<file path="src/hdl/sha1_pkg.sv">
// ---------------------------------------------------------------------------
// sha1 package
// types, constants and round functions shared by the sha1 engine modules
// ---------------------------------------------------------------------------
package sha1_pkg;

   localparam int WORD_W     = 32;
   localparam int BYTE_W     = 8;
   localparam int POS_W      = 6;
   localparam int ROUND_W    = 7;
   localparam int WIDX_W     = 3;
   localparam int LEN_W      = 64;
   localparam int CHAIN_N    = 5;
   localparam int BLOCK_N    = 16;

   // request opcodes
   localparam logic OP_ABSORB = 1'b0;
   localparam logic OP_FINISH = 1'b1;

   localparam logic [POS_W-1:0]   POS_LAST    = 6'd63;
   localparam logic [POS_W-1:0]   POS_LENGTH  = 6'd56;
   localparam logic [ROUND_W-1:0] ROUND_LAST  = 7'd79;
   localparam logic [WIDX_W-1:0]  WIDX_LAST   = 3'd4;
   localparam logic [BYTE_W-1:0]  PAD_MARK    = 8'h80;
   localparam logic [LEN_W-1:0]   BITS_PER_BYTE = 64'd8;

   localparam logic [WORD_W-1:0] ROUND_K0 = 32'h5a827999;
   localparam logic [WORD_W-1:0] ROUND_K1 = 32'h6ed9eba1;
   localparam logic [WORD_W-1:0] ROUND_K2 = 32'h8f1bbcdc;
   localparam logic [WORD_W-1:0] ROUND_K3 = 32'hca62c1d6;

   localparam logic [WORD_W-1:0] INIT_WORDS [CHAIN_N] = '{
      32'h67452301, 32'hefcdab89, 32'h98badcfe, 32'h10325476, 32'hc3d2e1f0
   };

   typedef enum logic [2:0] {
      ST_IDLE,
      ST_PAD,
      ST_ROUND,
      ST_ADD,
      ST_EMIT
   } sha1_state_type;

   typedef enum logic [1:0] {
      SRC_DATA,
      SRC_MARK,
      SRC_ZERO
   } sha1_src_type;

   typedef struct packed {
      logic                put_byte;
      sha1_src_type        byte_src;
      logic                count_bits;
      logic                put_length;
      logic                round_en;
      logic [ROUND_W-1:0]  round_idx;
      logic                add_chain;
      logic                reinit;
      logic [WIDX_W-1:0]   word_sel;
   } sha1_cmd_type;

   typedef struct packed {
      logic at_end;
      logic at_length;
   } sha1_status_type;

   function automatic logic [WORD_W-1:0] round_k(input logic [ROUND_W-1:0] idx);
      logic [WORD_W-1:0] k;
      if (idx < 7'd20) begin
         k = ROUND_K0;
      end else if (idx < 7'd40) begin
         k = ROUND_K1;
      end else if (idx < 7'd60) begin
         k = ROUND_K2;
      end else begin
         k = ROUND_K3;
      end
      return k;
   endfunction

   function automatic logic [WORD_W-1:0] round_f(input logic [ROUND_W-1:0] idx,
                                                 input logic [WORD_W-1:0] b,
                                                 input logic [WORD_W-1:0] c,
                                                 input logic [WORD_W-1:0] d);
      logic [WORD_W-1:0] f;
      if (idx < 7'd20) begin
         f = (b & c) | (~b & d);
      end else if (idx < 7'd40) begin
         f = b ^ c ^ d;
      end else if (idx < 7'd60) begin
         f = (b & c) | (b & d) | (c & d);
      end else begin
         f = b ^ c ^ d;
      end
      return f;
   endfunction

endpackage

</file>
<file path="src/hdl/sha1_dpath.sv">
// ---------------------------------------------------------------------------
// sha1 datapath
// block buffer with schedule window, round unit, chaining value and length
// ---------------------------------------------------------------------------
module sha1_dpath (
   input  logic                             clock,
   input  logic                             reset,
   input  sha1_pkg::sha1_cmd_type           cmd,
   input  logic [sha1_pkg::BYTE_W-1:0]      data_byte,
   output sha1_pkg::sha1_status_type        status,
   output logic [sha1_pkg::WORD_W-1:0]      digest_word
);

   logic [sha1_pkg::WORD_W-1:0] buf_ff   [sha1_pkg::BLOCK_N];
   logic [sha1_pkg::WORD_W-1:0] chain_ff [sha1_pkg::CHAIN_N];
   logic [sha1_pkg::WORD_W-1:0] chain_in [sha1_pkg::CHAIN_N];
   logic [sha1_pkg::WORD_W-1:0] work_ff  [sha1_pkg::CHAIN_N];
   logic [sha1_pkg::WORD_W-1:0] work_in  [sha1_pkg::CHAIN_N];
   logic [sha1_pkg::POS_W-1:0]  pos_ff;
   logic [sha1_pkg::POS_W-1:0]  pos_in;
   logic [sha1_pkg::LEN_W-1:0]  bits_ff;
   logic [sha1_pkg::LEN_W-1:0]  bits_in;

   logic [sha1_pkg::BYTE_W-1:0] byte_val;
   logic [4:0]                  lane_shift;
   logic [sha1_pkg::WORD_W-1:0] sched_mix;
   logic [sha1_pkg::WORD_W-1:0] sched_new;
   logic [sha1_pkg::WORD_W-1:0] round_tmp;

   // byte source
   always_comb begin
      unique case (cmd.byte_src)
         sha1_pkg::SRC_DATA: byte_val = data_byte;
         sha1_pkg::SRC_MARK: byte_val = sha1_pkg::PAD_MARK;
         sha1_pkg::SRC_ZERO: byte_val = '0;
         default:            byte_val = '0;
      endcase
   end

   // big-endian lane: byte 0 of a word sits in bits 31:24
   assign lane_shift = {~pos_ff[1:0], 3'b000};

   // schedule window: buf_ff[i] holds w[t+i]
   assign sched_mix = buf_ff[13] ^ buf_ff[8] ^ buf_ff[2] ^ buf_ff[0];
   assign sched_new = {sched_mix[30:0], sched_mix[31]};

   assign round_tmp = {work_ff[0][26:0], work_ff[0][31:27]}
                    + sha1_pkg::round_f(cmd.round_idx, work_ff[1], work_ff[2], work_ff[3])
                    + work_ff[4] + buf_ff[0] + sha1_pkg::round_k(cmd.round_idx);

   always_ff @(posedge clock) begin
      if (cmd.round_en) begin
         for (int i = 0; i < sha1_pkg::BLOCK_N - 1; i++) begin
            buf_ff[i] <= buf_ff[i+1];
         end
         buf_ff[sha1_pkg::BLOCK_N-1] <= sched_new;
      end else if (cmd.put_byte) begin
         buf_ff[pos_ff[5:2]][lane_shift +: sha1_pkg::BYTE_W] <= byte_val;
      end else if (cmd.put_length) begin
         buf_ff[14] <= bits_ff[63:32];
         buf_ff[15] <= bits_ff[31:0];
      end
   end

   // chaining value, working variables, fill position and length
   always_comb begin
      chain_in = chain_ff;
      work_in  = work_ff;
      pos_in   = pos_ff;
      bits_in  = bits_ff;
      if (cmd.reinit) begin
         chain_in = sha1_pkg::INIT_WORDS;
         work_in  = sha1_pkg::INIT_WORDS;
         pos_in   = '0;
         bits_in  = '0;
      end else begin
         if (cmd.put_byte) begin
            pos_in = pos_ff + 6'd1;
         end
         if (cmd.count_bits) begin
            bits_in = bits_ff + sha1_pkg::BITS_PER_BYTE;
         end
         if (cmd.round_en) begin
            work_in[0] = round_tmp;
            work_in[1] = work_ff[0];
            work_in[2] = {work_ff[1][1:0], work_ff[1][31:2]};
            work_in[3] = work_ff[2];
            work_in[4] = work_ff[3];
         end
         if (cmd.add_chain) begin
            for (int i = 0; i < sha1_pkg::CHAIN_N; i++) begin
               chain_in[i] = chain_ff[i] + work_ff[i];
               work_in[i]  = chain_ff[i] + work_ff[i];
            end
         end
      end
   end

   always_ff @(posedge clock) begin
      if (reset) begin
         chain_ff <= sha1_pkg::INIT_WORDS;
         work_ff  <= sha1_pkg::INIT_WORDS;
         pos_ff   <= '0;
         bits_ff  <= '0;
      end else begin
         chain_ff <= chain_in;
         work_ff  <= work_in;
         pos_ff   <= pos_in;
         bits_ff  <= bits_in;
      end
   end

   assign status.at_end    = (pos_ff == sha1_pkg::POS_LAST);
   assign status.at_length = (pos_ff == sha1_pkg::POS_LENGTH);

   always_comb begin
      unique case (cmd.word_sel)
         3'd0:    digest_word = chain_ff[0];
         3'd1:    digest_word = chain_ff[1];
         3'd2:    digest_word = chain_ff[2];
         3'd3:    digest_word = chain_ff[3];
         3'd4:    digest_word = chain_ff[4];
         default: digest_word = chain_ff[0];
      endcase
   end

endmodule

</file>
<file path="src/hdl/sha1_ctrl.sv">
// ---------------------------------------------------------------------------
// sha1 controller
// sequences absorb, padding, compression rounds and digest output
// ---------------------------------------------------------------------------
module sha1_ctrl (
   input  logic                              clock,
   input  logic                              reset,
   input  logic                              req_valid,
   output logic                              req_stall,
   input  logic                              req_op,
   output logic                              rsp_valid,
   input  logic                              rsp_stall,
   output logic [sha1_pkg::WIDX_W-1:0]       rsp_word_index,
   output logic                              rsp_last,
   input  sha1_pkg::sha1_status_type         status,
   output sha1_pkg::sha1_cmd_type            cmd
);

   sha1_pkg::sha1_state_type      state_ff;
   sha1_pkg::sha1_state_type      state_in;
   logic [sha1_pkg::ROUND_W-1:0]  rnd_ff;
   logic [sha1_pkg::ROUND_W-1:0]  rnd_in;
   logic [sha1_pkg::WIDX_W-1:0]   word_ff;
   logic [sha1_pkg::WIDX_W-1:0]   word_in;
   logic                          fin_ff;
   logic                          fin_in;
   logic                          final_ff;
   logic                          final_in;
   logic                          req_take;
   logic                          rsp_take;

   assign req_take = req_valid && (state_ff == sha1_pkg::ST_IDLE);
   assign rsp_take = (state_ff == sha1_pkg::ST_EMIT) && !rsp_stall;

   // next state
   always_comb begin
      state_in = state_ff;
      unique case (state_ff)
         sha1_pkg::ST_IDLE: begin
            if (req_valid) begin
               if (status.at_end) begin
                  state_in = sha1_pkg::ST_ROUND;
               end else if (req_op == sha1_pkg::OP_FINISH) begin
                  state_in = sha1_pkg::ST_PAD;
               end
            end
         end
         sha1_pkg::ST_PAD: begin
            if (status.at_length || status.at_end) begin
               state_in = sha1_pkg::ST_ROUND;
            end
         end
         sha1_pkg::ST_ROUND: begin
            if (rnd_ff == sha1_pkg::ROUND_LAST) begin
               state_in = sha1_pkg::ST_ADD;
            end
         end
         sha1_pkg::ST_ADD: begin
            if (final_ff) begin
               state_in = sha1_pkg::ST_EMIT;
            end else if (fin_ff) begin
               state_in = sha1_pkg::ST_PAD;
            end else begin
               state_in = sha1_pkg::ST_IDLE;
            end
         end
         sha1_pkg::ST_EMIT: begin
            if (!rsp_stall && word_ff == sha1_pkg::WIDX_LAST) begin
               state_in = sha1_pkg::ST_IDLE;
            end
         end
         default: state_in = sha1_pkg::ST_IDLE;
      endcase
   end

   // commands and counters
   always_comb begin
      cmd          = '0;
      cmd.byte_src = sha1_pkg::SRC_ZERO;
      cmd.round_idx = rnd_ff;
      cmd.word_sel = word_ff;
      rnd_in       = rnd_ff;
      word_in      = word_ff;
      fin_in       = fin_ff;
      final_in     = final_ff;
      unique case (state_ff)
         sha1_pkg::ST_IDLE: begin
            if (req_valid) begin
               cmd.put_byte = 1'b1;
               if (req_op == sha1_pkg::OP_FINISH) begin
                  cmd.byte_src = sha1_pkg::SRC_MARK;
                  fin_in       = 1'b1;
               end else begin
                  cmd.byte_src   = sha1_pkg::SRC_DATA;
                  cmd.count_bits = 1'b1;
               end
            end
         end
         sha1_pkg::ST_PAD: begin
            if (status.at_length) begin
               cmd.put_length = 1'b1;
               final_in       = 1'b1;
            end else begin
               cmd.put_byte = 1'b1;
            end
         end
         sha1_pkg::ST_ROUND: begin
            cmd.round_en = 1'b1;
            rnd_in       = (rnd_ff == sha1_pkg::ROUND_LAST) ? '0 : rnd_ff + 7'd1;
         end
         sha1_pkg::ST_ADD: begin
            cmd.add_chain = 1'b1;
         end
         sha1_pkg::ST_EMIT: begin
            if (!rsp_stall) begin
               if (word_ff == sha1_pkg::WIDX_LAST) begin
                  cmd.reinit = 1'b1;
                  word_in    = '0;
                  fin_in     = 1'b0;
                  final_in   = 1'b0;
               end else begin
                  word_in = word_ff + 3'd1;
               end
            end
         end
         default: begin
            cmd.reinit = 1'b0;
         end
      endcase
   end

   always_ff @(posedge clock) begin
      if (reset) begin
         state_ff <= sha1_pkg::ST_IDLE;
         rnd_ff   <= '0;
         word_ff  <= '0;
         fin_ff   <= 1'b0;
         final_ff <= 1'b0;
      end else begin
         state_ff <= state_in;
         rnd_ff   <= rnd_in;
         word_ff  <= word_in;
         fin_ff   <= fin_in;
         final_ff <= final_in;
      end
   end

   assign req_stall      = (state_ff != sha1_pkg::ST_IDLE);
   assign rsp_valid      = (state_ff == sha1_pkg::ST_EMIT);
   assign rsp_word_index = word_ff;
   assign rsp_last       = (word_ff == sha1_pkg::WIDX_LAST);

   a_round_excl: assert property (@(posedge clock) disable iff (reset)
      cmd.round_en |-> !cmd.put_byte && !cmd.put_length && !cmd.add_chain)
      else $error("round step overlaps a buffer write");

   a_round_end: assert property (@(posedge clock) disable iff (reset)
      (state_ff == sha1_pkg::ST_ROUND && rnd_ff == sha1_pkg::ROUND_LAST)
      |=> state_ff == sha1_pkg::ST_ADD && rnd_ff == '0)
      else $error("compression did not finish after the last round");

   a_length_in_finish: assert property (@(posedge clock) disable iff (reset)
      cmd.put_length |-> fin_ff && !final_ff)
      else $error("length written outside a finish");

   a_emit_hold: assert property (@(posedge clock) disable iff (reset)
      (rsp_valid && rsp_stall) |=> rsp_valid && $stable(word_ff))
      else $error("digest beat changed while stalled");

   a_take_idle: assert property (@(posedge clock) disable iff (reset)
      (req_take && req_op == sha1_pkg::OP_ABSORB && !status.at_end)
      |=> state_ff == sha1_pkg::ST_IDLE)
      else $error("plain absorb left idle");

   a_word_range: assert property (@(posedge clock) disable iff (reset)
      rsp_take |-> word_ff <= sha1_pkg::WIDX_LAST)
      else $error("digest word index out of range");

endmodule

</file>
<file path="src/hdl/sha1_hash_engine.sv">
// an absorb beat writes one byte into the 64-byte block; a beat that fills the block then
// runs the compression (80 rounds on one shared round unit, then the chaining add)
// finish: zero padding and the bit length, one or two compressed blocks, then five
// digest beats, one per cycle when the result side does not stall
// one item is in work at a time; req_stall is high from acceptance until the work is done
// reset (synchronous, active high) loads the standard initial chaining value, zero length
// ---------------------------------------------------------------------------
// sha1 hash engine
// byte-serial SHA-1 with a controller state machine and a round datapath
// ---------------------------------------------------------------------------
module sha1_hash_engine (
   input  logic                           clock,
   input  logic                           reset,
   // request channel: one message byte or a finish per beat
   input  logic                           req_valid,
   output logic                           req_stall,
   input  logic                           req_op,
   input  logic [sha1_pkg::BYTE_W-1:0]    req_data_byte,
   // response channel: one digest word per beat
   output logic                           rsp_valid,
   input  logic                           rsp_stall,
   output logic [sha1_pkg::WORD_W-1:0]    rsp_digest_word,
   output logic [sha1_pkg::WIDX_W-1:0]    rsp_word_index,
   output logic                           rsp_last
);

   // command and status bundles between controller and datapath
   sha1_pkg::sha1_cmd_type    cmd;
   sha1_pkg::sha1_status_type status;

   // controller: absorb, padding sequence, round counter, digest beats
   sha1_ctrl u_ctrl (
      .clock          (clock),
      .reset          (reset),
      .req_valid      (req_valid),
      .req_stall      (req_stall),
      .req_op         (req_op),
      .rsp_valid      (rsp_valid),
      .rsp_stall      (rsp_stall),
      .rsp_word_index (rsp_word_index),
      .rsp_last       (rsp_last),
      .status         (status),
      .cmd            (cmd)
   );

   // datapath: block buffer doubles as the 16-word schedule window,
   // working variables shift through one round per cycle
   sha1_dpath u_dpath (
      .clock       (clock),
      .reset       (reset),
      .cmd         (cmd),
      .data_byte   (req_data_byte),
      .status      (status),
      .digest_word (rsp_digest_word)
   );

endmodule

</file>
<file path="config.mk">
export PLATFORM = sky130hd
export DESIGN_NAME = sha1_hash_engine
export DESIGN_NICKNAME = d
export VERILOG_FILES = /design/src/hdl/sha1_pkg.sv /design/src/hdl/sha1_dpath.sv /design/src/hdl/sha1_ctrl.sv /design/src/hdl/sha1_hash_engine.sv
export SDC_FILE = /design/constraint.sdc
export NUM_CORES = 2
export LEC_CHECK = 0
export BUFFER_PORTS_ARGS = -buffer_cell sky130_fd_sc_hd__buf_2
export CAP_MARGIN = 20
export CORE_ASPECT_RATIO = 1.25
export CORE_MARGIN = 4
export CORE_UTILIZATION = 55
export DETAILED_ROUTE_END_ITERATION = 8
export PLACE_DENSITY_LB_ADDON = 0.1
export SLEW_MARGIN = 20
export SYNTH_ARGS = -nofsm -noshare
export SYNTH_HDL_FRONTEND = slang
export SYNTH_SLANG_ARGS = --single-unit
</file>
<file path="constraint.sdc">
create_clock -name clock -period 6.65 [get_ports clock]
set_input_delay 1.33 -clock clock [delete_from_list [all_inputs] [get_ports clock]]
set_output_delay 1.33 -clock clock [all_outputs]
set_load 0.01 [all_outputs]
</file>
### After elaboration in Yosys (flattened, before gate mapping)

Memory sizes are Yosys's and may differ from the RTL's.
Cells that the tools add are included.

* bits in registers: 405
* memory bits (writable): 512
* bits of input ports: 13
* logic and storage cells: 145
* memories: 1

* add/sub/neg operators: 14
* magnitude comparators: 3
* equality and inequality tests: 21
* shifts and indexed selects: 2
* muxes and demuxes: 55
* bitwise gates (word level): 17
* reduce and logical (&&, ||, !) cells: 15

Memories
* u_dpath.buf_ff: words 16, width 32, rd ports 16, clocked after memory_dff 0, wr ports 16, RTL line sha1_dpath.sv:14 `logic [sha1_pkg::WORD_W-1:0] buf_ff [sha1_pkg::BLOCK_N];`

Operator list (number)
* 160-bit 2-to-1 mux: 2
* 32-bit 2-to-1 mux: 10
* 32-bit adder: 9
* 32-bit XOR: 5
* 32-bit AND: 4
* 32-bit case mux with 4 select lines: 1
* 32-bit bitwise OR: 3
* 64-bit by 4-bit adder with 64-bit output, second input constant: 1
* 32-bit inverter: 1
* 32-bit OR reduction: 1
* 8-bit by 7-bit variable shift with 32-bit output, first input constant: 1
* 8-bit by 7-bit indexed part select with 32-bit output: 1
* 31-bit 2-to-1 mux: 1
* 3-bit 2-to-1 mux: 9
* 1-bit 2-to-1 mux: 24
* 8-bit case mux with 2 select lines: 1
* 3-bit case mux with 5 select lines: 1
* 7-bit by 6-bit < comparator with 1-bit output, second input constant: 2
* 3-bit by 2-bit == test with 1-bit output, second input constant: 4
* 6-bit == test, second input constant: 2
* 2-bit by 1-bit != test with 1-bit output, second input constant: 5
* 5-bit AND reduction: 2
* 4-bit 2-to-1 mux: 2
* 7-bit by 1-bit adder with 7-bit output, second input constant: 1
* other kinds (25): 34

### Longest topological paths before layout

* depth after elaboration: 12
* depth in mapped cells: 27
* mapped depth without buffers: 25

### Cells and area by module

A second synthesis with hierarchy kept.

* cells, all modules: 5629
* area, all modules: 52243.9 um^2

By module, submodules not included
* sha1_dpath: instances 1, cells an instance 5522, area each 51338.0 um^2, sequential area each 23122.2 um^2
* sha1_ctrl: instances 1, cells an instance 107, area each 905.9 um^2, sequential area each 300.3 um^2

### Worst setup path after synthesis

No wires, ideal clock.

* kind: reg-to-reg
* from: register u_ctrl.rnd_ff[5] (netlist name)
* to: register u_dpath.work_ff[156] (netlist name)
* data arrival time: 5.559 ns
* data required time: 6.555 ns
* setup slack: 0.995 ns
* cell stages (with the launch flop): 26
* buffers on the path: 2
* cell sequence: dfxtp_1 clkbuf_1 o21ai_1 nor3_1 inv_2 nand2_1 clkbuf_1 nor2_1 nor2_1 fa_1 fa_1 inv_1 fa_1 inv_1 ha_1 a21o_1 a21oi_1 o21ai_0 a22o_1 a2111oi_2 o211ai_1 a31oi_2 o21bai_1 xor2_1 nand2_1 a221oi_1

* cells in the longest elaborated chain, start to end: 10

Ends and longest elaborated chain
* start: declaration: RTL line sha1_ctrl.sv:21 `logic [sha1_pkg::ROUND_W-1:0] rnd_ff;`
* start signal: assignment: RTL line sha1_ctrl.sv:141 `rnd_ff <= rnd_in;`
* 7-bit by 6-bit < comparator with 1-bit output: RTL line sha1_pkg.sv:73, sha1_pkg.sv:90
* 32-bit 2-to-1 mux: RTL line sha1_pkg.sv:90 `end else if (idx < 7'd60) begin`
* 32-bit 2-to-1 mux: RTL line sha1_pkg.sv:88 `end else if (idx < 7'd40) begin`
* 32-bit 2-to-1 mux: RTL line sha1_pkg.sv:86 `if (idx < 7'd20) begin`
* 32-bit adder: RTL line sha1_dpath.sv:48 `+ sha1_pkg::round_f(cmd.round_idx, work_ff[1], work_ff[2], work_ff[3])`
* 32-bit adder (2 in a row): RTL line sha1_dpath.sv:49 `+ work_ff[4] + buf_ff[0] + sha1_pkg::round_k(cmd.round_idx);`
* 32-bit adder (*): RTL line sha1_dpath.sv:49
* 160-bit 2-to-1 mux (*): RTL line sha1_dpath.sv:83 `if (cmd.round_en) begin`
* 160-bit 2-to-1 mux (*): RTL line sha1_dpath.sv:90 `if (cmd.add_chain) begin`
* end signal: assignment: RTL line sha1_dpath.sv:102 `work_ff <= sha1_pkg::INIT_WORDS;`
* end signal: assignment: RTL line sha1_dpath.sv:107 `work_ff <= work_in;`
* end: declaration: RTL line sha1_dpath.sv:17 `logic [sha1_pkg::WORD_W-1:0] work_ff [sha1_pkg::CHAIN_N];`

Mark *: on every way between the ends. The rest lies on a longest branch, timed or not. The select of a mux whose other input is x is not followed.
A chain may end at the register's enable or synchronous reset.

### Worst setup path in the final report

* from: register u_ctrl.rnd_ff[4] (netlist name)
* to: register u_dpath.work_ff[157] (netlist name)

The elaborated chain is that of the path after synthesis.

==> results by group <==
Setup path
  • Crit Path Class: reg2reg
  • Arrival @ worst endpoint: between 6000 and 7000 ps
  • Worst path slowest cell: fa_1
  • Required @ worst endpoint: about 7200 ps
  • Critical path buffers and inverters: 4
  • Critical path's largest stage delay: approximately 470 ps
  • CP most frequent cell: fa_1
  • Worst path top cell family by delay: compound AO/OA/AOI/OAI gates
  • Crit Path Max Fanout: 11
  • Crit. End Element: register
  • Worst setup SP type: register

Worst hold path
  • Tightest Hold Check Type: reg2reg

STA
  • Worst-Margin Slew: around 1200 ps
  • Relative slew slack: 21.4%
  • Minimum clock period: between 6000 and 7000 ps
  • Setup violators final: 0
  • Fin. max-slew vios: 0
  • Max Clock Skew: roughly 54 ps
  • Post-route clock period utilization: between 90 and 100%
  • Fmax: 158 MHz
  • Endpoints failing hold: 0

Yosys
  • Synth top area share: about 29%
  • Count of cell types in the netlist: 99
  • Synth warn: 0
  • Top cells by count, synth: nand2_1, o21ai_0, edfxtp_1
  • Count leader, synth: nand2_1
  • Async S/R FF share, synth: 0%
  • Syn Nets: 6,070
  • Sequential area share after synthesis: between 40 and 50%
  • Post-synthesis cell count: approximately 5.7k
  • Synth top area cells: edfxtp_1, dfxtp_1, nand2_1, o21ai_0, ha_1
  • Yosys reg bits: just over 900
  • Dominant cell type by area after synthesis: edfxtp_1
  • Post-synth EDFFs: between 500 and 600
  • Synth Cell Area: approximately 0.052 mm²
  • Mean area per synthesized cell: roughly 9.2 µm²
  • Top_reg_cell synth: edfxtp_1

Clock network
  • H-tree depth: 3
  • Clock Pin Slew Worst Setup and Hold Paths: roughly 60 ps
  • Hold buffer count at cts: 0
  • TritonCTS buffer count: 94
  • Clk root buf: clkbuf_16
  • Clk buf depth: 3
  • Clock sinks: roughly 900
  • Clk Latency, worst-skew pair: around 690 ps
  • TritonCTS clock tree: yes

Final layout
  • Final Util: between 50% and 60%
  • Area Overhead vs Synth: 7.74%
  • Layout cells sized above 1: between 5 and 6%
  • # nets final: ~6k
  • Design area: about 0.056 mm²

Outcome
  • Outcome: finished clean

Floorplan
  • Die height: about 350 µm
  • Die Width: around 280 µm
  • Io pins: 51
  • Initial Utilization: 55.5%
  • Die ar.: roughly 0.10 mm²
  • Row count: ~130
  • Core ar.: approximately 0.094 mm²

Power and ir drop
  • Sequential share of power: roughly 45%
  • Pleak: around 22 nW
  • Combinational power share: 15.7%
  • Switching power total: between 3 and 4 mW
  • Worst VDD drop: ~0.25 mV
  • Power per cell area: between 200 and 250 mW/mm²
  • Clock power share: between 30% and 40%
  • P_int: around 10 mW
  • Net Sw Frac: between 20% and 30%

Flow run
  • Max_cap viols: 0

Drt
  • Via/cell ratio: just over 6
  • Iteration-0 DRC Markers: just over 4k
  • Routed len/inst: 22.8 µm
  • Routed WL: roughly 160 mm
  • Routed vias: about 42k
  • 1st-pass router iterations: 6
  • DRC: 0
  • Routed Antenna Nets: 0

Place
  • Gpl congestion: approximately 0.94
  • Post-DP HPWL: around 110 mm
  • DP Area: roughly 0.053 mm²
  • Buffers on Ports: 50

Global routing
  • Largest net degree at the start of global routing: about 120
  • GRT overflow: 0
  • Number of global-route vias before repair: slightly above 40k
  • Initial antenna violation count: 3
  • First-pass GRT wire length: 240 mm
  • Total Routing Usage GR: a little under a third
## logic make-up after synthesis
logic type,count (synthesis),share of synthesized area (%)
flops,914,44.7
compound gates,1665,19.4
simple gates,1837,15.1
fa+ha+maj,357,10.3
buf+inv,554,4.11
mux,53,1.01
xor+xnor,320,5.35
## routing by layer
layer	part of all wire (%)	vias to the layer above	track usage (%)
met4	4.8	0	13.3
met5	0	-	0
met2	48	1512	51.3
li1	-	19900	-
met3	6.9	311	3.99
met1	41	20600	39.3
## power groups by stage
stage	sequential, mW	clock, mW	combinational [mW]
floorplan	6.30	0	1.64
global placement	6.40	0	2.13
detailed placement	6.40	0	2.15
CTS	6.28	5.52	2.17
global route	6.29	5.76	2.42
finish	6.28	5.47	2.18
## tightest hold or removal path, cell delays in order, from the launching register on
cell and delay [ps]:
dfxtp_1 290, inv_1 60, a21oi_1 50
## cell type report
| class | count | area (µm²) |
|---|---|---|
| inverter | 230 | 863 |
| timing repair buffer | 88 | 561 |
| clock buffer | 122 | 2560 |
| sequential | 914 | 23400 |
| fill | 8215 | 38000 |
| tap | 1216 | 1520 |
| clock inverter | 53 | 597 |
| antenna | 1 | 2.50 |
| multi-input combinational | 4232 | 26900 |
## worst paths after layout
check	from	end	slack (ps)	cells after the start
max reg2reg	u_ctrl.rnd_ff[4]$_SDFFE_PP0P_	u_dpath.work_ff[157]$_SDFFE_PP1P_	320	25
min	u_ctrl.fin_ff$_SDFFE_PP0P_	u_ctrl.fin_ff$_SDFFE_PP0P_	450	2
min reg2reg	u_ctrl.fin_ff$_SDFFE_PP0P_	u_ctrl.fin_ff$_SDFFE_PP0P_	450	2
max	u_ctrl.rnd_ff[4]$_SDFFE_PP0P_	u_dpath.work_ff[157]$_SDFFE_PP1P_	320	25
## layout by cell type, fill, tap and decap left out, types with 29 or more instances in the layout
| cell type | Yosys | routed |
|---|---|---|
| edfxtp_1 | 512 | 512 |
| xnor2_1 | 215 | 215 |
| a211oi_1 | 139 | 139 |
| buf_2 | 23 | 50 |
| ha_1 | 233 | 233 |
| a21o_1 | 94 | 93 |
| nand2b_1 | 38 | 37 |
| clkbuf_16 | 0 | 95 |
| buf_4 | 8 | 36 |
| a22oi_1 | 66 | 66 |
| nor2b_1 | 48 | 45 |
| nor2_1 | 376 | 375 |
| xor2_1 | 105 | 105 |
| a21oi_1 | 367 | 366 |
| nor3_1 | 60 | 56 |
| a31oi_1 | 62 | 62 |
| o211ai_1 | 103 | 103 |
| fa_1 | 124 | 124 |
| inv_1 | 227 | 227 |
| o21a_1 | 31 | 31 |
| and2_1 | 43 | 43 |
| and3_1 | 49 | 49 |
| o21ai_0 | 619 | 619 |
| dfxtp_1 | 402 | 401 |
| mux2i_1 | 52 | 52 |
| nand2_1 | 1053 | 1050 |
| nand3_1 | 55 | 55 |
| nand4_1 | 29 | 29 |
## stage by stage
stage	total power, mW	hold slack, ps	worst slack (ps)	instances	TNS (ps)
floorplan	7.95	426	995	5700	0
global placement	8.52	436	282	6680	0
detailed placement	8.55	445	224	6680	0
CTS	14.0	453	181	6855	0
global route	14.5	468	-4.37	6855	-4.37
finish	13.9	452	316	6856	0
## what timing repair did
action                                  CTS  global route
endpoints found under the setup margin    0             7
resized for setup                         0             1
buffers inserted                          0             0
## sequential cells by signal, summed over array words and instances (netlist names)
signal,count
u_dpath.pos_ff,6
u_ctrl.rsp_word_index,3
u_ctrl.final_ff,1
u_dpath.work_ff,160
u_ctrl.state_ff,3
u_ctrl.fin_ff,1
u_dpath.bits_ff,61
u_dpath.buf_ff,512
u_ctrl.rnd_ff,7
u_dpath.chain_ff,160
Note: power is estimated with default switching activity, not from simulation.
